## config.mk

```make
export PLATFORM = sky130hd
export DESIGN_NAME = tcw_front
export DESIGN_NICKNAME = d
export VERILOG_FILES = /design/src/rtl/tcw_pkg.sv /design/src/rtl/tcw_front.sv
export SDC_FILE = /design/constraint.sdc
export NUM_CORES = 1
export LEC_CHECK = 0
export ABC_CLOCK_PERIOD_IN_PS = 9700
export BUFFER_PORTS_ARGS = -buffer_cell sky130_fd_sc_hd__clkbuf_2
export CAP_MARGIN = 20
export CORE_UTILIZATION = 40
export CTS_CLUSTER_DIAMETER = 200
export DETAILED_ROUTE_END_ITERATION = 10
export SLEW_MARGIN = 30
export SYNTH_ARGS = -nofsm -noshare
export SYNTH_HDL_FRONTEND = slang
export SYNTH_SLANG_ARGS = --single-unit
```

## constraint.sdc

```tcl
create_clock -name clk -period 9.7 [get_ports clk]
set_input_delay 1.94 -clock clk [delete_from_list [all_inputs] [get_ports clk]]
set_output_delay 1.94 -clock clk [all_outputs]
set_load 0.02 [all_outputs]
```

## src/rtl/tcw_pkg.sv

```systemverilog
`timescale 1ns / 1ps
package tcw_pkg;

  localparam int OP_W     = 2;
  localparam int CHAR_W   = 8;
  localparam int ATTR_W   = 8;
  localparam int SEL_W    = 2;
  localparam int TCOL_W   = 7;
  localparam int TROW_W   = 5;
  localparam int POS_W    = 11;
  localparam int CELL_W   = CHAR_W + ATTR_W;
  localparam int CFG_IDX_W = 2;

  localparam int DEF_SCREEN_COLS = 80;
  localparam int DEF_LAST_ROW    = 24;
  localparam int DEF_TAB_WIDTH   = 8;
  localparam int DEF_QUEUE_DEPTH = 4;

  localparam logic [CHAR_W-1:0] CH_TAB   = 8'h09;
  localparam logic [CHAR_W-1:0] CH_CR    = 8'h0D;
  localparam logic [CHAR_W-1:0] CH_LF    = 8'h0A;
  localparam logic [CHAR_W-1:0] CH_BS    = 8'h08;
  localparam logic [CHAR_W-1:0] CH_SPACE = 8'h20;

  localparam logic [ATTR_W-1:0] RST_COLOR_NORMAL  = 8'd7;
  localparam logic [ATTR_W-1:0] RST_COLOR_KERNEL  = 8'd4;
  localparam logic [ATTR_W-1:0] RST_COLOR_PROGRAM = 8'd2;

  localparam logic [CFG_IDX_W-1:0] CFG_COLOR_NORMAL  = 2'd0;
  localparam logic [CFG_IDX_W-1:0] CFG_COLOR_KERNEL  = 2'd1;
  localparam logic [CFG_IDX_W-1:0] CFG_COLOR_PROGRAM = 2'd2;

  localparam logic [SEL_W-1:0] SEL_KERNEL  = 2'd1;
  localparam logic [SEL_W-1:0] SEL_PROGRAM = 2'd2;

  typedef enum logic [OP_W-1:0] {
    OP_PRINT = 2'd0,
    OP_CLEAR = 2'd1,
    OP_MOVE  = 2'd2,
    OP_READ  = 2'd3
  } op_t;

  typedef struct packed {
    logic wr;
    logic scroll;
    logic clr;
    logic rd;
  } cmd_ctl_t;

  typedef enum logic [2:0] {
    BK_IDLE,
    BK_READ,
    BK_SCROLL,
    BK_FILL,
    BK_CLEAR
  } back_state_t;

endpackage

```

## src/rtl/tcw_front.sv

```systemverilog
`timescale 1ns / 1ps
module tcw_front #(
  parameter int SCREEN_COLS = 80,
  parameter int LAST_ROW    = 24,
  parameter int TAB_WIDTH   = 8,
  parameter int AW          = 11
) (
  input  logic                           clk,
  input  logic                           rst_n,
  input  logic                           accept,
  input  logic [tcw_pkg::OP_W-1:0]       op,
  input  logic [tcw_pkg::CHAR_W-1:0]     char_code,
  input  logic [tcw_pkg::SEL_W-1:0]      attr_select,
  input  logic [tcw_pkg::TCOL_W-1:0]     target_col,
  input  logic [tcw_pkg::TROW_W-1:0]     target_row,
  input  logic                           cfg_we,
  input  logic [tcw_pkg::CFG_IDX_W-1:0]  cfg_index,
  input  logic [tcw_pkg::ATTR_W-1:0]     cfg_data,
  output tcw_pkg::cmd_ctl_t              cmd_ctl,
  output logic [AW-1:0]                  cmd_addr,
  output logic [tcw_pkg::CELL_W-1:0]     cmd_data,
  output logic [tcw_pkg::POS_W-1:0]      cmd_pos
);
  import tcw_pkg::*;

  localparam int CW = $clog2(SCREEN_COLS);
  localparam int RW = (LAST_ROW > 0) ? $clog2(LAST_ROW + 1) : 1;

  logic [ATTR_W-1:0] color_normal_r, color_kernel_r, color_program_r;
  logic [CW-1:0]     col_r, col_nxt;
  logic [RW-1:0]     row_r, row_nxt;
  logic [AW-1:0]     pos_r;

  logic [CW-1:0]     tab_stop [SCREEN_COLS];
  logic              tab_wrap [SCREEN_COLS];

  logic [ATTR_W-1:0] attr;
  logic [CW:0]       col_inc;
  logic [CW-1:0]     tc_c, m_col;
  logic [RW-1:0]     tr_c, m_row;
  logic [AW-1:0]     m_lin;
  logic              nl, bs_wr;

  // next tab stop per column, worked out at elaboration
  for (genvar c = 0; c < SCREEN_COLS; c++) begin : g_tab
    localparam int STOP = (c / TAB_WIDTH + 1) * TAB_WIDTH;
    assign tab_stop[c] = (STOP >= SCREEN_COLS) ? '0 : CW'(STOP);
    assign tab_wrap[c] = (STOP >= SCREEN_COLS);
  end

  always_comb begin
    unique case (attr_select)
      SEL_KERNEL:  attr = color_kernel_r;
      SEL_PROGRAM: attr = color_program_r;
      default:     attr = color_normal_r;
    endcase
  end

  always_comb begin
    if (int'(target_col) > SCREEN_COLS - 1) begin
      tc_c = CW'(SCREEN_COLS - 1);
    end else begin
      tc_c = CW'(target_col);
    end
    if (int'(target_row) > LAST_ROW) begin
      tr_c = RW'(LAST_ROW);
    end else begin
      tr_c = RW'(target_row);
    end
  end

  assign col_inc = {1'b0, col_r} + 1'b1;

  always_comb begin
    col_nxt  = col_r;
    row_nxt  = row_r;
    cmd_ctl  = '0;
    cmd_data = {attr, char_code};
    nl       = 1'b0;
    bs_wr    = 1'b0;
    unique case (op_t'(op))
      OP_PRINT: begin
        unique case (char_code)
          CH_TAB: begin
            if (tab_wrap[col_r]) begin
              nl = 1'b1;
            end else begin
              col_nxt = tab_stop[col_r];
            end
          end
          CH_CR: col_nxt = '0;
          CH_LF: nl = 1'b1;
          CH_BS: begin
            if (col_r != '0) begin
              col_nxt    = col_r - 1'b1;
              cmd_ctl.wr = 1'b1;
              bs_wr      = 1'b1;
              cmd_data   = {attr, CH_SPACE};
            end
          end
          default: begin
            cmd_ctl.wr = 1'b1;
            if (col_inc == (CW+1)'(SCREEN_COLS)) begin
              nl = 1'b1;
            end else begin
              col_nxt = col_inc[CW-1:0];
            end
          end
        endcase
        if (nl) begin
          col_nxt = '0;
          if (row_r < RW'(LAST_ROW)) begin
            row_nxt = row_r + 1'b1;
          end else begin
            cmd_ctl.scroll = 1'b1;
          end
        end
      end
      OP_CLEAR: begin
        cmd_ctl.clr = 1'b1;
        col_nxt     = '0;
        row_nxt     = '0;
      end
      OP_MOVE: begin
        col_nxt = tc_c;
        row_nxt = tr_c;
      end
      OP_READ: cmd_ctl.rd = 1'b1;
      default: cmd_ctl = '0;
    endcase
  end

  // one shared row * cols multiply: read address or new cursor position
  assign m_row = cmd_ctl.rd ? tr_c : row_nxt;
  assign m_col = cmd_ctl.rd ? tc_c : col_nxt;
  assign m_lin = AW'(int'(m_row) * SCREEN_COLS + int'(m_col));

  always_comb begin
    if (cmd_ctl.rd) begin
      cmd_addr = m_lin;
      cmd_pos  = POS_W'(pos_r);
    end else begin
      cmd_addr = bs_wr ? pos_r - 1'b1 : pos_r;
      cmd_pos  = POS_W'(m_lin);
    end
  end

  always_ff @(posedge clk) begin
    if (!rst_n) begin
      col_r <= '0;
      row_r <= '0;
      pos_r <= '0;
    end else if (accept) begin
      col_r <= col_nxt;
      row_r <= row_nxt;
      if (!cmd_ctl.rd) begin
        pos_r <= m_lin;
      end
    end
  end

  always_ff @(posedge clk) begin
    if (!rst_n) begin
      color_normal_r  <= RST_COLOR_NORMAL;
      color_kernel_r  <= RST_COLOR_KERNEL;
      color_program_r <= RST_COLOR_PROGRAM;
    end else if (cfg_we) begin
      unique case (cfg_index)
        CFG_COLOR_NORMAL:  color_normal_r  <= cfg_data;
        CFG_COLOR_KERNEL:  color_kernel_r  <= cfg_data;
        CFG_COLOR_PROGRAM: color_program_r <= cfg_data;
        default: ;
      endcase
    end
  end

endmodule

```

Word-level counts from Yosys, hierarchy flattened. Memories as Yosys holds them, arrays and structs flattened. Index checks and enable logic that the tools add are counted.

$add $sub $neg: 5. Multiply operators: 1. Order comparisons: 4. Equal/unequal tests: 12. Mux-type cells: 37. Bitwise logic cells: 1. Reduce and logical (&&, ||, !) cells: 8.

Operators by type and width (count): two-way mux 7 bit (8); two-way mux 11 bit (3); equality test 8 x 4 -> 1 bit, second input constant (4); case mux 7 bit (4 select lines) (1); two-way mux 8 bit (3); case mux 7 bit (3 select lines) (1); two-way mux 5 bit (4); case mux 8 bit (2 select lines) (1); case mux 5 bit (3 select lines) (1); two-way mux 1 bit (12); adder 11 x 7 -> 11 bit (1); subtractor 11 x 1 -> 11 bit, second input constant (1); adder 7 x 1 -> 8 bit, second input constant (1); equality test 2 bit, second input constant (4); equality test 8 x 7 -> 1 bit, second input constant (1); >= comparator 8 bit, second input constant (1); NOT 7 -> 8 bit (1); > comparator 7 bit, second input constant (1); multiplier 5 x 3 -> 7 bit, second input constant (1); nonzero test 7 bit (1); subtractor 7 x 1 -> 7 bit, second input constant (1); equality test 2 x 1 -> 1 bit, second input constant (3); AND reduction 2 bit (3); adder 5 x 1 -> 5 bit, second input constant (1); 8 further kinds (9).

Bits in registers: 47. Memory bits (read-only): 1024. Input bits: 38. Logic and storage cells: 76. Memories: 2.

Memories: (no name shown) (words 128, bits a word 7, rd ports 1, clocked after Yosys merged registers in 0, wr ports 0, RTL line tcw_front.sv:88) `col_nxt = tab_stop[col_r];`; (no name shown) (words 128, bits a word 1, rd ports 1, clocked after Yosys merged registers in 0, wr ports 0, RTL line tcw_front.sv:85) `if (tab_wrap[col_r]) begin`.

Longest topological paths before layout.
Depth in word-level cells: 13. Gate-level depth with buffers: 18. Depth with buffers taken out: 17.

Worst setup path before layout. OpenSTA, ideal clock, no wires.

Kind: input port to output port. From: input port char_code[2] in the netlist's numbering. To: output port cmd_pos[10] in the netlist's numbering. Data arrival time: 6108 ps. Required time: 7760 ps. Slack: 1652 ps. Cell stages on the path: 18. Buffers on the path: 2. Cells stage by stage: buf_2 > nor2b_1 > and4b_1 > buf_2 > nor2_2 > a31oi_1 > o21a_1 > o31ai_1 > ha_1 > ha_1 > inv_1 > fa_1 > nand2b_1 > or4_1 > a21o_1 > o2111a_1 > or4_1 > nand3_1.

Cells in the longest elaborated chain, start to end: 10. Elaborated cells between the ends (all ways): 17. Those cells by class: add/sub: 1; mul: 1; eq/ne: 4; mux: 10; reduce/logical: 1.

Ends and longest elaborated chain: start: declaration (RTL line tcw_front.sv:12) `input logic [tcw_pkg::CHAR_W-1:0] char_code,`; equality test 8 x 4 -> 1 bit (RTL line tcw_front.sv:83) `unique case (char_code)`; OR reduction 2 bit (no source line); case mux 1 bit (3 select lines) (RTL line tcw_front.sv:83); two-way mux 1 bit (RTL line tcw_front.sv:81) `unique case (op_t'(op))`; two-way mux 5 bit (RTL line tcw_front.sv:110) `if (nl) begin`; case mux 5 bit (3 select lines) (RTL line tcw_front.sv:81); two-way mux 5 bit (RTL line tcw_front.sv:134) `assign m_row = cmd_ctl.rd ? tr_c : row_nxt;`; multiplier 5 x 3 -> 7 bit (RTL line tcw_front.sv:136) `assign m_lin = AW'(int'(m_row) * SCREEN_COLS + int'(m_col));`; adder 11 x 7 -> 11 bit * (RTL line tcw_front.sv:136); two-way mux 11 bit * (RTL line tcw_front.sv:139) `if (cmd_ctl.rd) begin`; end: declaration (RTL line tcw_front.sv:22) `output logic [tcw_pkg::POS_W-1:0] cmd_pos`.

Mark *: on every way between the ends. The rest lies on a longest branch, timed or not. The select of a mux whose other input is x is not followed.

Worst setup path after layout.
From: input port char_code[4] in the netlist's numbering. To: output port cmd_pos[10] in the netlist's numbering.

The elaborated chain is that of the path after synthesis.

==> impl_results.md <==
- Leak: 0.00197 uW
- CP startpoint kind: primary input
- TritonCTS clock tree: built
- Initial Util: 0.410
- Peak supply drop: 0.0000640 V
- RSZ-0062 raised after global routing: no
- Total track usage: 0.238
- Hold depth: 2
- Vias in the first global route: 3742
- Worst-margin pin slew: 755 ps
- Status: completed
- Most frequent cells after synthesis: 67 x nand2_1, 60 x nor2_1, 47 x dfxtp_1
- DRC Markers: 0
- DR pass1 iterations: 5
- Area leader, netlist: dfxtp_1
- Worst setup path category: primary input to primary output
- Synth Net Count: 602
- CP Data Arrival Time: 6890 ps
- Clock Skew: 6.96 ps
- Die height: 102 um
- Multi-input logic area: 2800 sq um
- Worst R2R Start: col_r[3]
- Count leader, synth: nand2_1
- RePlAce Congestion: 0.910
- Unique masters post-synth: 61
- Layout area overhead: 13.3%
- Endpoints failing setup: 0
- MaxCap Viol Count: 0
- Vias: 4251
- Tcrit/Tclk final: 0.910
- Core Rows: 36
- Critical Path Fanout Max: 8
- Cell area power density: 119 nW/um^2
- Worst Hold Class: flop to flop
- Hold-fix buffers, CTS: 0
- Num Clock Sinks: 47
- Post-route ant nets: 0
- Slew Viols, Final: 0
- Syn Area/Cell: 7.36 sq um
- Worst Hold End: color_normal_r[0]
- Routed length per instance: 16.8 um
- Ys flop type: dfxtp_1
- Sequential element share of the synthesized area: 0.236
- DIE AREA: 10400 sq um
- R2R Path End: pos_r[10]
- First-pass GRT wire length: 19.1 mm
- Die extent in x: 102 um
- I/O Pins: 80
- Via-per-instance ratio: 5.90
- Tmin final: 8830 ps
- Final instance area: 4520 sq um
- Worst Path Required: 7760 ps
- Register area: 941 sq um
- Worst-path clk slew: 100 ps
- Ant diodes: 0
- # resized after CTS: 0
- Hpwl dp: 8.96 mm
- Fillcell total: 1029
- Setup TNS: 0 ps
- Post-CTS Setup Inserts: 0
- DR iter-0 viols: 285
- Nets: 647
- Worst skew pair latency: 310 ps
- CTS Root Cell: clkbuf_8
- Clk buf depth: 2
- Final WL: 12.1 mm
- Worst setup EP type: primary output
- H-tree depth: 2
- Fmax achieved: 113 MHz
- Post-Syn Instances: 542
- Num CTS Buffers: 5
- Seq cells post-synth: 47
- Post-synth top area share: 0.236
- Hold Crit Start: color_normal_r[0]
- Ranking of synthesized cells by area: dfxtp_1 24%, mux2i_1 7.3%, nand2_1 6.3%
- Layout cells sized above 1: 0.173
- Final Hold Fails: 0
- FF-to-FF setup slack: 4130 ps
- Depth of the most critical reg-to-reg path: 17
- Initial antenna violation count: 0
- EDFF count, synth: 0
- Placed Area: 4400 sq um
- Synth Warn #: 0
- Cell area after synthesis: 3990 sq um
- Core area: 9730 sq um
- Gr ovfl total: 0
- Pin count of the biggest net entering global routing: 33
- Async SR Flop Fraction: 0
- Relative slew slack: 0.491
- I/O Buffers: 79
## where the power goes
group	switching [uW]	internal (uW)	total, uW	leakage [uW]
Clock	74.6	77.8	152	0.0000548
Combinational	107	60.8	168	0.00153
Sequential	15.0	203	218	0.000384
## layout by cell type, fill, tap and decap left out, types with 3 or more instances in the layout
cell / synthesis / final
a211oi_1: 5 / 5
a21o_1: 5 / 5
a21oi_1: 26 / 26
a22oi_1: 15 / 15
a31oi_1: 13 / 13
a32oi_1: 3 / 3
and2_1: 3 / 3
and3_1: 3 / 3
and4b_1: 3 / 3
buf_4: 0 / 3
clkbuf_2: 0 / 79
clkbuf_8: 0 / 5
dfxtp_1: 47 / 47
ha_1: 20 / 20
inv_1: 21 / 21
mux2i_1: 29 / 29
nand2_1: 67 / 67
nand2b_1: 13 / 13
nand3_1: 20 / 20
nand3b_1: 4 / 4
nand4_1: 3 / 3
nor2_1: 60 / 59
nor2b_1: 6 / 6
nor3_1: 12 / 12
nor4_1: 7 / 7
o211ai_1: 5 / 5
o21ai_0: 29 / 29
o221ai_1: 5 / 5
o31ai_1: 7 / 7
or3_1: 5 / 5
or4_1: 4 / 4
xnor2_1: 14 / 14
xor2_1: 7 / 7
## flip-flops by register name, indices dropped and copies added, names as in the netlist
signal,count
col_r,7
color_kernel_r,8
color_normal_r,8
color_program_r,8
pos_r,11
row_r,5
## routing by layer
layer	global-route usage	wire length, um	up-vias
li1	-	-	2043
met1	0.326	5510	2008
met2	0.390	5540	184
met3	0.0342	830	16
met4	0.0692	229	0
met5	0	0	-
## cell families (layout without fill, tap and decap cells)
logic type / after synthesis / after routing / share of synthesized area
buffers and inverters: 65 / 111 / 0.0637
xor gates and xnor gates: 21 / 21 / 0.0461
muxes: 30 / 30 / 0.0756
adders and majority gates: 22 / 22 / 0.0728
AOI/OAI and AO/OA: 134 / 134 / 0.228
DFF: 47 / 47 / 0.236
and+or+nand+nor: 223 / 223 / 0.278
## per-stage QoR
stage                     hold WS, ps  setup WS [ps]  std cells  utilization  power, uW
after floorplan                   441           1650        542            -        336
after global placement            455           1070        713        0.452        386
after detailed placement          458            943        713        0.452        388
after CTS                         484            909        721        0.464        540
after global routing              515            532        721        0.465        569
final                             482            868        721        0.465        538
## critical path, stage by stage
cell and delay, ps:
clkbuf_2 110, nor4_4 420, and4b_1 460, nor2_2 120, a31oi_1 520, nor4_1 120, o31ai_1 320, ha_1 300
ha_1 220, inv_1 70, fa_1 440, nand2b_1 240, or4_1 430, a21o_1 190, o2111a_1 210, or4_1 540
nand3_1 80, clkbuf_2 170
## worst max path at each step
stage          cells after the start  slack, ps          end         start
2_1_floorplan                     18       1650  cmd_pos[10]  char_code[2]
3_3_place_gp                      18       1070  cmd_pos[10]  char_code[4]
3_5_place_dp                      18        940  cmd_pos[10]  char_code[4]
4_1_cts                           18        910  cmd_pos[10]  char_code[4]
5_1_grt                           18        530  cmd_pos[10]  char_code[4]
6_report                          18        870  cmd_pos[10]  char_code[4]
## area by class of cell
class	instances	share of cell area
well taps	133	0.0368
clock buffers	5	0.0152
flip-flops and latches	47	0.208
multi-input cells	430	0.620
repair buffers	82	0.0925
inverters	21	0.0174
clock inverters	3	0.0102
(Power assumes the default switching activity.)
