<file path="config.mk">
export PLATFORM = sky130hd
export DESIGN_NAME = tcw_queue
export DESIGN_NICKNAME = d
export VERILOG_FILES = /design/src/rtl/tcw_queue.sv
export SDC_FILE = /design/constraint.sdc
export NUM_CORES = 1
export LEC_CHECK = 0
export ABC_AREA = 1
export BUFFER_PORTS_ARGS = -buffer_cell sky130_fd_sc_hd__buf_2
export CAP_MARGIN = 20
export CORE_ASPECT_RATIO = 0.8
export CORE_MARGIN = 5
export CORE_UTILIZATION = 50
export DETAILED_ROUTE_END_ITERATION = 12
export PLACE_DENSITY_LB_ADDON = 0.3
export SYNTH_ARGS = -nofsm -noshare
export SYNTH_HDL_FRONTEND = slang
export SYNTH_SLANG_ARGS = --single-unit
export TNS_END_PERCENT = 100
</file>
<file path="constraint.sdc">
create_clock -name clk -period 1.7 [get_ports clk]
set_input_delay 0.17 -clock clk [delete_from_list [all_inputs] [get_ports clk]]
set_output_delay 0.17 -clock clk [all_outputs]
set_load 0.01 [all_outputs]
</file>
<file path="src/rtl/tcw_queue.sv">
`timescale 1ns / 1ps
module tcw_queue #(
  parameter int DATA_W = 8,
  parameter int DEPTH  = 4
) (
  input  logic              clk,
  input  logic              rst_n,
  input  logic              push,
  input  logic [DATA_W-1:0] din,
  output logic              full,
  input  logic              pop,
  output logic [DATA_W-1:0] dout,
  output logic              empty
);
  localparam int PW = $clog2(DEPTH);
  localparam int CNTW = $clog2(DEPTH + 1);

  logic [DATA_W-1:0] slot_r [DEPTH];
  logic [PW-1:0]     wr_ptr_r, wr_ptr_nxt;
  logic [PW-1:0]     rd_ptr_r, rd_ptr_nxt;
  logic [CNTW-1:0]   count_r, count_nxt;
  logic              do_push, do_pop;

  assign full    = (count_r == CNTW'(DEPTH));
  assign empty   = (count_r == '0);
  assign dout    = slot_r[rd_ptr_r];
  assign do_push = push && !full;
  assign do_pop  = pop && !empty;

  always_comb begin
    wr_ptr_nxt = wr_ptr_r;
    rd_ptr_nxt = rd_ptr_r;
    count_nxt  = count_r;
    if (do_push) begin
      wr_ptr_nxt = (wr_ptr_r == PW'(DEPTH - 1)) ? '0 : wr_ptr_r + 1'b1;
    end
    if (do_pop) begin
      rd_ptr_nxt = (rd_ptr_r == PW'(DEPTH - 1)) ? '0 : rd_ptr_r + 1'b1;
    end
    if (do_push && !do_pop) begin
      count_nxt = count_r + 1'b1;
    end else if (do_pop && !do_push) begin
      count_nxt = count_r - 1'b1;
    end
  end

  always_ff @(posedge clk) begin
    if (!rst_n) begin
      wr_ptr_r <= '0;
      rd_ptr_r <= '0;
      count_r  <= '0;
    end else begin
      wr_ptr_r <= wr_ptr_nxt;
      rd_ptr_r <= rd_ptr_nxt;
      count_r  <= count_nxt;
    end
  end

  always_ff @(posedge clk) begin
    if (do_push) begin
      slot_r[wr_ptr_r] <= din;
    end
  end

endmodule

</file>
* Yosys cells after proc, flatten, opt, wreduce, memory -nomap -nowiden
Memory sizes are Yosys's and may differ from the RTL's. A register that Yosys moved wholly into a read port is not among the register bits.
Cells that the tools add are included.
** Word-level totals
- Memories :: 1
- Output and inout bits :: 10
- Memory bits (writable) :: 32
- Flip-flop bits (word level) :: 7
- Bits of input ports :: 12
** Cells by class
- Reduce and logical (&&, ||, !) cells :: 10
- Add/sub/neg operators :: 4
- Muxes and demuxes :: 8
- Equal/unequal tests :: 3
** Memories
- slot_r :: depth 4, width 8, rd ports 1, clocked after memory_dff 1, wr ports 1, RTL line 18 : logic [DATA_W-1:0] slot_r [DEPTH];
** Operators by type and width (number)
- two-way mux 2 bit :: 4
- two-way mux 3 bit :: 2
- adder 2 x 1 -> 2 bit, second input constant :: 2
- equality test 2 bit, second input constant :: 2
- logical AND 1 bit :: 4
- zero test 1 bit :: 4
- adder 3 x 1 -> 3 bit, second input constant :: 1
- equality test 3 bit, second input constant :: 1
- zero test 3 bit :: 1
- subtractor 3 x 1 -> 3 bit, second input constant :: 1
- two-way mux 1 bit :: 2
- nonzero test 2 bit :: 1

* Longest topological paths before layout
Gate-level depths: netlist of run 1.
- Word-level depth :: 7
- Depth in mapped cells :: 13

* Worst setup path before layout of run 1
OpenSTA, ideal clock, no wires.
- Kind :: reg-to-reg
- Start point :: register count_r[1]
- End point :: register count_r[1]
- Setup slack :: 10 ps
- Stages on the path, launching flop included :: 10
- Library setup time :: 116 ps
- Arrival time :: 1574 ps
- Required time :: 1584 ps
- Cell sequence :: dfxtp_1 nor2_1 nand2_1 nand2_2 inv_1 ha_1 inv_1 fa_1 o21ai_0 nor2_1
** On the way
- Elaborated cells between the ends (all ways) :: 15
- Those cells by class :: 2 x add/sub; 1 x eq/ne; 2 x mux; 10 x reduce/logical
** RTL lines
- from (decl) :: RTL line 21 : logic [CNTW-1:0] count_r, count_nxt;
- from (signal assigned) :: RTL line 55 : count_r <= count_nxt;
- equality test 3 bit :: RTL line 24 : assign full = (count_r == CNTW'(DEPTH));
- zero test 1 bit :: RTL line 27 : assign do_push = push && !full;
- logical AND 1 bit :: RTL line 27
- net do_push :: RTL line 22 : logic do_push, do_pop;
- logical AND 1 bit :: RTL line 40 : if (do_push && !do_pop) begin
- two-way mux 3 bit :: RTL line 40
- net count_nxt[1] :: RTL line 21
The timed path passes the listed nets, and every way through them passes these cells. The select of a mux whose other input is x is not followed.
A chain may end at the register's enable or synchronous reset.

* Final worst setup path of run 1
- Start point :: register count_r[1]
- End point :: register count_r[2]
** On the way
- Longest elaborated chain between the ends :: 6
- Elaborated cells between the ends (all ways) :: 15
- Those cells by class :: 2 x add/sub; 1 x eq/ne; 2 x mux; 10 x reduce/logical
** RTL lines
- parallel branches: the longest is 6 deep, another holds subtractor 3 x 1 -> 3 bit
Parallel ways; which one is timed is not known. The select of a mux whose other input is x is not followed.

==> results.yml, run 1 <==
run_status:
  status: "finished, final reports clean"
worst_setup_path:
  reg2reg_to: "count_r[2]$_SDFFE_PN0P_"
  cp-endpoint: "count_r[2]$_SDFFE_PN0P_"
  r2r-start: "count_r[1]$_SDFFE_PN0P_"
  cp.arrival_ns: 1.88
  startpoint: "count_r[1]$_SDFFE_PN0P_"
  rrSetupSlack_ns: 0.05
  critPathMaxFanout: 3
  endpoint_kind: "register"
  worstSetupPathType: "reg2reg"
  crit_required_ns: 1.93
  rr_worst_depth: 11
  setup.worst_path.start_class: "register"
min_path:
  holdCritPathClass: "in2reg"
yosys:
  ys.warnings.count: 0
  syn_nets: 167
  avgSynthCellArea_um2: 11.4
  ys_ff_latch: 41
  synth_area_leader_cell: "edfxtp_1"
  yosysUniqueCellTypes: 18
  synth-edff-count: 32
  synth_top_cells_by_count: "nor2_1, edfxtp_1, inv_1"
  synthFlopType: "edfxtp_1"
  synth_most_common_cell: "nor2_1"
  ys_seq_area_share_pct: 67.4
  syn_inst: 148
  synthArstFlopShare_pct: 0
  synthDominantCellAreaShare_pct: 56.8
  synth_area_um2: 1690
  post_synth_main_area_contributors: "edfxtp_1, dfxtp_1, nor2_1, ha_1, o21ai_0"
detailed_routing:
  vias: 1113
  viasPerCell: 4.97
  drtAntennaViolNets: 0
  first_iter_violations: 87
  wirelength_um: 3010
  drc: 0
  avgRoutedWirePerCell_um: 13.5
  first_pass_iters: 4
timing:
  max_freq_mhz: 607
  finalCritPeriodShare_pct: 96.9
  hold_viol: 0
  period_needed_ns: 1.65
  clock-skew-final_ns: 0.0105
  worst_pin_slew_ns: 0.348
  slew_headroom_pct: 76.7
  hold_slack_ns: 0.0938
  slew_viol_final: 0
  setup_ws_ns: 0.0524
  setup-violations-final: 0
  rsz0062_at_grt: "true"
layout:
  nNetsFinal: 202
  syn_to_final_growth_pct: 18.0
  drive_gt1_share_pct: 26.1
  diodes: 0
  instances_no_fill: 224
  n_fill_cell: 251
place:
  place_congestion: 0.786
  placed_cells: 216
  port_buffers: 21
  dp_hpwl_um: 2110
  dp_slack_ns: -0.0209
clock_tree:
  cts_sinks: 41
  post_cts_buffers: 0
  clockBufferDepth: 2
  hold_buffers: 0
  cts.htree.levels: 2
  clk_latency_ns: 0.29
  cts_tree: "built"
  cts_buffers: 5
  clkTransAtPathRegs_ns: 0.08
  clockRootBuffer: "clkbuf_8"
pwr:
  powerDensity_nw_per_um2: 1500
  seq_power_share_pct: 45.6
  p_leak_nw: 0.824
  vdd_drop_max_uv: 911
  p_sw_mw: 1.04
  clockPowerShare_pct: 19.9
  combPwrFrac_pct: 34.5
  p_sw_share_pct: 34.6
  internal_power_mw: 1.96
die:
  die_w_um: 75.1
  row_count: 18
  core_um2: 3180
  die-area_um2: 4660
  initial_core_util_pct: 53.3
  die-height_um: 62.0
  pin_count: 22
global_routing:
  grt_usage_pct: 15.1
  antenna_found_initial: 0
  grt_overflow: 0
  grt_pass1_vias: 1083
  grt_start_max_net_pins: 17
  grt_pass1_wl_um: 4890
flow_run:
  drv_cap: 0
critical path: stages, from the launching register on:
cell	delay [ns]
dfxtp_4	0.37
nor2_4	0.10
nand2_1	0.08
nand2_2	0.08
ha_2	0.17
inv_1	0.06
fa_1	0.37
nand2_1	0.10
nand3_1	0.07
nand2_1	0.06
inv_1	0.04
nor2_1	0.09
per-layer routing:
layer / track usage (%) / wire length, um / vias to the layer above
met4: 7.36 / 59 / 0
li1: - / - / 574
met1: 17.6 / 1310 / 518
met2: 25.1 / 1520 / 15
met5: 0 / 0 / -
met3: 5.31 / 117 / 6
stage by stage:
stage	area [um^2]	utilization (%)	power [mW]	setup TNS [ns]
floorplan	1690	-	2.01	0
global placement	1890	59.6	2.32	0
detailed placement	1890	59.6	2.39	-0.0296
CTS	1980	62.5	2.99	0
global route	2000	62.9	3.24	-0.0833
finish	2000	62.9	3.00	0
registers in the layout, summed over array words and instances (netlist names), named ones only:
signal    count
count_r       3
wr_ptr_r      2
rd_ptr_r      2
slot_r       32
power groups by stage:
stage | combinational (mW) | clock (mW) | sequential, mW
5_1_grt | 1.19 | 0.657 | 1.39
2_1_floorplan | 0.663 | 0 | 1.35
3_5_place_dp | 1.02 | 0 | 1.37
6_report | 1.04 | 0.597 | 1.37
3_3_place_gp | 0.967 | 0 | 1.36
4_1_cts | 1.03 | 0.606 | 1.35
placed cells by master, fill, tap and decap left out:
| cell | n |
|---|---|
| nand2_1 | 13 |
| buf_2 | 21 |
| ha_1 | 5 |
| clkbuf_8 | 5 |
| nand4_1 | 1 |
| edfxtp_1 | 32 |
| nor2_1 | 32 |
| clkinv_2 | 1 |
| nor2_4 | 1 |
| inv_1 | 17 |
| inv_2 | 2 |
| dfxtp_1 | 7 |
| clkinv_1 | 1 |
| nand3_1 | 1 |
| clkinv_4 | 1 |
| a21oi_1 | 2 |
| fa_1 | 1 |
| dfxtp_2 | 1 |
| o21ai_0 | 13 |
| o22ai_1 | 8 |
| o21ai_1 | 2 |
| nand3b_1 | 1 |
| dfxtp_4 | 1 |
| ha_2 | 1 |
| o21ai_2 | 3 |
| nand2_2 | 2 |
| buf_4 | 9 |
cell families after synthesis:
family | after synthesis | synth area share (%)
compound gates | 28 | 9.53
fa+ha+maj | 7 | 5.62
buf+inv | 21 | 5.54
flops | 41 | 67.4
simple gates | 51 | 11.9
how the worst min path moves through the flow:
stage / startpoint / endpoint / slack [ns] / depth (start not counted)
floorplan: din[0] / slot_r[0][0]$_DFFE_PP_ / 0.27 / 0
global placement: din[5] / slot_r[1][5]$_DFFE_PP_ / 0.38 / 1
detailed placement: din[6] / slot_r[3][6]$_DFFE_PP_ / 0.39 / 1
CTS: din[5] / slot_r[2][5]$_DFFE_PP_ / 0.09 / 1
global route: din[6] / slot_r[3][6]$_DFFE_PP_ / 0.07 / 1
finish: din[6] / slot_r[3][6]$_DFFE_PP_ / 0.09 / 1
final cells by class:
type / instances / area, um^2 / share of cell area, %
flip-flops and latches: 41 / 1150 / 57.4
multi-input cells: 86 / 470 / 23.6
repair buffers: 30 / 173 / 8.65
inverters: 19 / 71.3 / 3.57
clock buffers: 5 / 68.8 / 3.45
well taps: 40 / 50.0 / 2.51
clock inverters: 3 / 17.5 / 0.877
timing repair:
item / in CTS / in global routing
endpoints found under the setup margin: 2 / 8
pin swaps: 0 / 1
resized for setup: 3 / 6
gates cloned: 0 / 0
(Power assumes the default switching activity.)
==> inputs of run 2 (changes only) <==
--- a/config.mk
+++ b/config.mk
@@ -6,14 +6,16 @@
 export NUM_CORES = 1
 export LEC_CHECK = 0
 export ABC_AREA = 1
+export ABC_CLOCK_PERIOD_IN_PS = 1700
 export BUFFER_PORTS_ARGS = -buffer_cell sky130_fd_sc_hd__buf_2
 export CAP_MARGIN = 20
 export CORE_ASPECT_RATIO = 0.8
 export CORE_MARGIN = 5
 export CORE_UTILIZATION = 50
 export DETAILED_ROUTE_END_ITERATION = 12
+export MAX_ROUTING_LAYER = met4
 export PLACE_DENSITY_LB_ADDON = 0.3
 export SYNTH_ARGS = -nofsm -noshare
 export SYNTH_HDL_FRONTEND = slang
 export SYNTH_SLANG_ARGS = --single-unit
-export TNS_END_PERCENT = 100
+export TNS_END_PERCENT = 50
==> results.yml, run 2 (synthesis results as in run 1) <==
run_status:
  status: "finished, final reports clean"
die:
  die-height_um: 62.0
  die_w_um: 75.1
  row_count: 18
  initial_core_util_pct: 53.3
  die-area_um2: 4660
  core_um2: 3180
  pin_count: 22
place:
  dp_hpwl_um: 2110
  place_congestion: 0.797
  port_buffers: 21
  placed_cells: 216
detailed_routing:
  drc: 0
  wirelength_um: 3030
  drtAntennaViolNets: 0
  first_pass_iters: 4
  vias: 1110
  first_iter_violations: 87
  viasPerCell: 4.96
  avgRoutedWirePerCell_um: 13.5
global_routing:
  antenna_found_initial: 0
  grt_usage_pct: 15.7
  gr-usage-met2_pct: 25.1
  busiest_layer: "met2"
  use_met1_pct: 17.6
  grt_overflow: 0
  gr-usage-met3_pct: 5.79
  grt_pass1_vias: 1078
  grt_start_max_net_pins: 17
  grt_pass1_wl_um: 4890
timing:
  max_freq_mhz: 606
  rsz0062_at_grt: "true"
  worst_pin_slew_ns: 0.350
  period_needed_ns: 1.65
  setup-violations-final: 0
  clock-skew-final_ns: 0.0101
  finalCritPeriodShare_pct: 97.0
  slew_viol_final: 0
  hold_viol: 0
  slew_headroom_pct: 76.6
layout:
  diodes: 0
  n_fill_cell: 251
  drive_gt1_share_pct: 26.1
  largestRegisters: "slot_r: 32 flops, count_r: 3 flops"
  instances_no_fill: 224
  syn_to_final_growth_pct: 18.0
  largest_reg_flops: 32
  mostFrequentLayoutCells: "nor2_1, edfxtp_1, buf_2"
  largest-register: "slot_r"
  nNetsFinal: 202
clock_tree:
  clk_latency_ns: 0.29
  cts_sinks: 41
  clkTransAtPathRegs_ns: 0.08
  clockRootBuffer: "clkbuf_8"
  cts_buffers: 5
  cts.htree.levels: 2
  clockBufferDepth: 2
  post_cts_buffers: 0
  cts_tree: "built"
worst_setup_path:
  worstSetupPathType: "reg2reg"
  rr_worst_depth: 11
  critPathMaxFanout: 3
  crit_required_ns: 1.93
  endpoint_kind: "register"
  setup.worst_path.start_class: "register"
  cp.arrival_ns: 1.88
pwr:
  finalPower_mw: 3.00
  p_leak_nw: 0.824
  powerDensity_nw_per_um2: 1500
  vdd_drop_max_uv: 908
flow_run:
  drv_cap: 0
min_path:
  holdPathStages: 1
  holdCritPathClass: "in2reg"
==> run 2: cell type report <==
cell class              count  area [um^2]  share of cell area (%)
well taps                  40         50.0                    2.51
multi-input cells          86          470                    23.6
clock buffers               5         68.8                    3.45
inverters                  19         71.3                    3.57
repair buffers             30          173                    8.65
clock inverters             3         17.5                   0.877
flip-flops and latches     41         1150                    57.4
==> run 2: repair_timing <==
action / 4_1_cts / 5_1_grt
pin swaps: 0 / 1
gates resized for setup: 3 / 6
hold buffers: 0 / 0
endpoints found under the setup margin: 2 / 9
==> run 2: per-layer routing <==
| layer | wire length, um | vias to the layer above |
|---|---|---|
| met5 | 0 | - |
| met4 | 42 | 0 |
| met3 | 110 | 4 |
| met2 | 1540 | 14 |
| met1 | 1340 | 517 |
| li1 | - | 575 |
==> run 2: through the flow <==
stage / hold slack [ns] / cell area (um^2) / utilization [%] / worst slack, ns / TNS [ns]
floorplan: 0.269 / 1690 / - / 0.00989 / 0
finish: 0.0931 / 2000 / 62.9 / 0.0505 / 0
CTS: 0.0853 / 1980 / 62.5 / 0.0104 / 0
detailed placement: 0.388 / 1890 / 59.6 / -0.0209 / -0.0296
global placement: 0.380 / 1890 / 59.6 / 0.0617 / 0
global route: 0.0695 / 2000 / 62.9 / -0.0833 / -0.0833
==> run 2: path summary, 6_finish.rpt <==
check,start,to,slack (ns)
hold / removal,din[6],slot_r[3][6]$_DFFE_PP_,0.09
setup / recovery,count_r[1]$_SDFFE_PN0P_,count_r[2]$_SDFFE_PN0P_,0.05
hold reg to reg,count_r[0]$_SDFFE_PN0P_,count_r[0]$_SDFFE_PN0P_,0.54
setup reg to reg,count_r[1]$_SDFFE_PN0P_,count_r[2]$_SDFFE_PN0P_,0.05
==> run 2: critical path, cell delays in order (launching register included) <==
cell and delay, ns:
dfxtp_4 0.37, nor2_4 0.10, nand2_1 0.08, nand2_2 0.08, ha_2 0.17, inv_1 0.06
fa_1 0.37, nand2_1 0.10, nand3_1 0.07, nand2_1 0.06, inv_1 0.04, nor2_1 0.09
==> run 2: where the power goes <==
group	total, mW	switching [mW]	internal [mW]
sequential	1.37	0.112	1.26
clock	0.597	0.314	0.283
combinational	1.04	0.613	0.423
==> inputs of run 3 (changes only) <==
==> constraint.sdc (replaced) <==
create_clock -name clk -period 1.7 [get_ports clk]
set_input_delay 0.17 -clock clk [delete_from_list [all_inputs] [get_ports clk]]
set_output_delay 0.17 -clock clk [all_outputs]
set_load 0.005 [all_outputs]
==> results.yml, run 3 (synthesis results as in run 1) <==
global_routing:
  grt_pass1_vias: 1056
  grt_pass1_wl_um: 4820
  antenna_found_initial: 0
  grt_overflow: 0
  grt_start_max_net_pins: 17
  grt_usage_pct: 15.5
worst_setup_path:
  setup.worst_path.start_class: "register"
  crit_chain: "nor2_4, nand2_2, nand2_2, ha_4, inv_2, fa_2, inv_1, nand2_1, nand3_1, nand2_1, inv_1, nor2_1"
  endpoint_kind: "register"
  critPathMaxFanout: 3
  worstSetupPathType: "reg2reg"
  slowest_delay_ns: 0.36
  cp.arrival_ns: 1.80
  crit_required_ns: 1.90
  cp_slowest_cell: "dfxtp_4"
timing:
  clock-skew-final_ns: 0.00573
  max_freq_mhz: 624
  finalCritPeriodShare_pct: 94.2
  hold_viol: 0
  slew_viol_final: 0
  setup_tns_ns: 0
  setup-violations-final: 0
  period_needed_ns: 1.60
  slew_headroom_pct: 80.4
  worst_pin_slew_ns: 0.294
  setup_ws_ns: 0.0986
detailed_routing:
  first_iter_violations: 64
  drtAntennaViolNets: 0
  wirelength_um: 3010
  viasPerCell: 4.99
  avgRoutedWirePerCell_um: 13.4
  drc: 0
  first_pass_iters: 4
  vias: 1122
layout:
  drive_gt1_share_pct: 29.7
  largest_reg_flops: 32
  diodes: 0
  instances_no_fill: 225
  syn_to_final_growth_pct: 21.6
  largestRegisters: "slot_r: 32 flops, count_r: 3 flops"
  fin_area_um2: 2060
  mostFrequentLayoutCells: "nor2_1, edfxtp_1, buf_2"
  n_fill_cell: 229
  nNetsFinal: 203
  largest-register: "slot_r"
clock_tree:
  cts_tree: "built"
  cts_buffers: 5
  hold_buffers: 0
  clkTransAtPathRegs_ns: 0.08
  cts.htree.levels: 2
  clockBufferDepth: 2
  clk_latency_ns: 0.29
  clockRootBuffer: "clkbuf_8"
  cts_sinks: 41
place:
  placed_cells: 216
  dpl_cell_area_um2: 1890
  dp_slack_ns: -0.0415
  dp_hpwl_um: 2080
  port_buffers: 21
  place_congestion: 0.791
min_path:
  holdCritPathClass: "in2reg"
die:
  die_w_um: 75.1
  row_count: 18
  die-area_um2: 4660
  initial_core_util_pct: 53.3
  die-height_um: 62.0
  core_um2: 3180
  pin_count: 22
flow_run:
  drv_cap: 0
pwr:
  vdd_drop_max_uv: 807
  p_leak_nw: 0.841
  finalPower_mw: 3.21
  powerDensity_nw_per_um2: 1560
run_status:
  status: "finished, final reports clean"
[run 3: worst paths after layout]
path | startpoint | to | slack, ns | cells after the start
setup / recovery | count_r[0]$_SDFFE_PN0P_ | count_r[2]$_SDFFE_PN0P_ | 0.1 | 12
setup reg to reg | count_r[0]$_SDFFE_PN0P_ | count_r[2]$_SDFFE_PN0P_ | 0.1 | 12
hold reg to reg | count_r[0]$_SDFFE_PN0P_ | count_r[0]$_SDFFE_PN0P_ | 0.52 | 2
hold / removal | din[5] | slot_r[3][5]$_DFFE_PP_ | 0.09 | 1
[run 3: cell type report]
cell class	count	area (um^2)	area share, %
Clock buffer	5	68.8	3.34
Clock inverter	3	46.3	2.25
Timing Repair Buffer	31	180	8.75
Inverter	19	71.3	3.47
Multi-Input combinational cell	86	492	23.9
Sequential cell	41	1150	55.9
Tap cell	40	50.0	2.43
[run 3: power breakdown]
group	internal (mW)	leakage [nW]	switching [mW]
clock	0.439	0.0543	0.331
sequential	1.26	0.369	0.115
combinational	0.467	0.417	0.591
total	2.17	0.841	1.04
[run 3: repair_timing]
item                                    4_1_cts  5_1_grt
endpoints found under the setup margin        2        6
setup buffers                                 0        1
resized for setup                             3       13
pin swaps                                     1        2
[run 3: metal layers]
metal,up-vias,GRT usage [%],share of wire [%]
met5,-,-,0
met4,0,6.85,2.1
met3,6,6.11,6.2
met2,27,24.8,51
met1,516,17.2,41
li1,573,-,-
[run 3: critical path, delay by kind of cell, from the launching register on]
kind | cells | cell delay [ns]
adders and majority gates | 2 | 0.47
and+or+nand+nor | 7 | 0.50
DFF | 1 | 0.36
buffers and inverters | 3 | 0.17
[run 3: per-stage QoR]
stage,util [%],hold WS (ns)
6_report,64.8,0.0867
2_1_floorplan,-,0.269
5_1_grt,64.8,0.0717
4_1_cts,63.4,0.0767
3_3_place_gp,59.6,0.380
3_5_place_dp,59.6,0.385
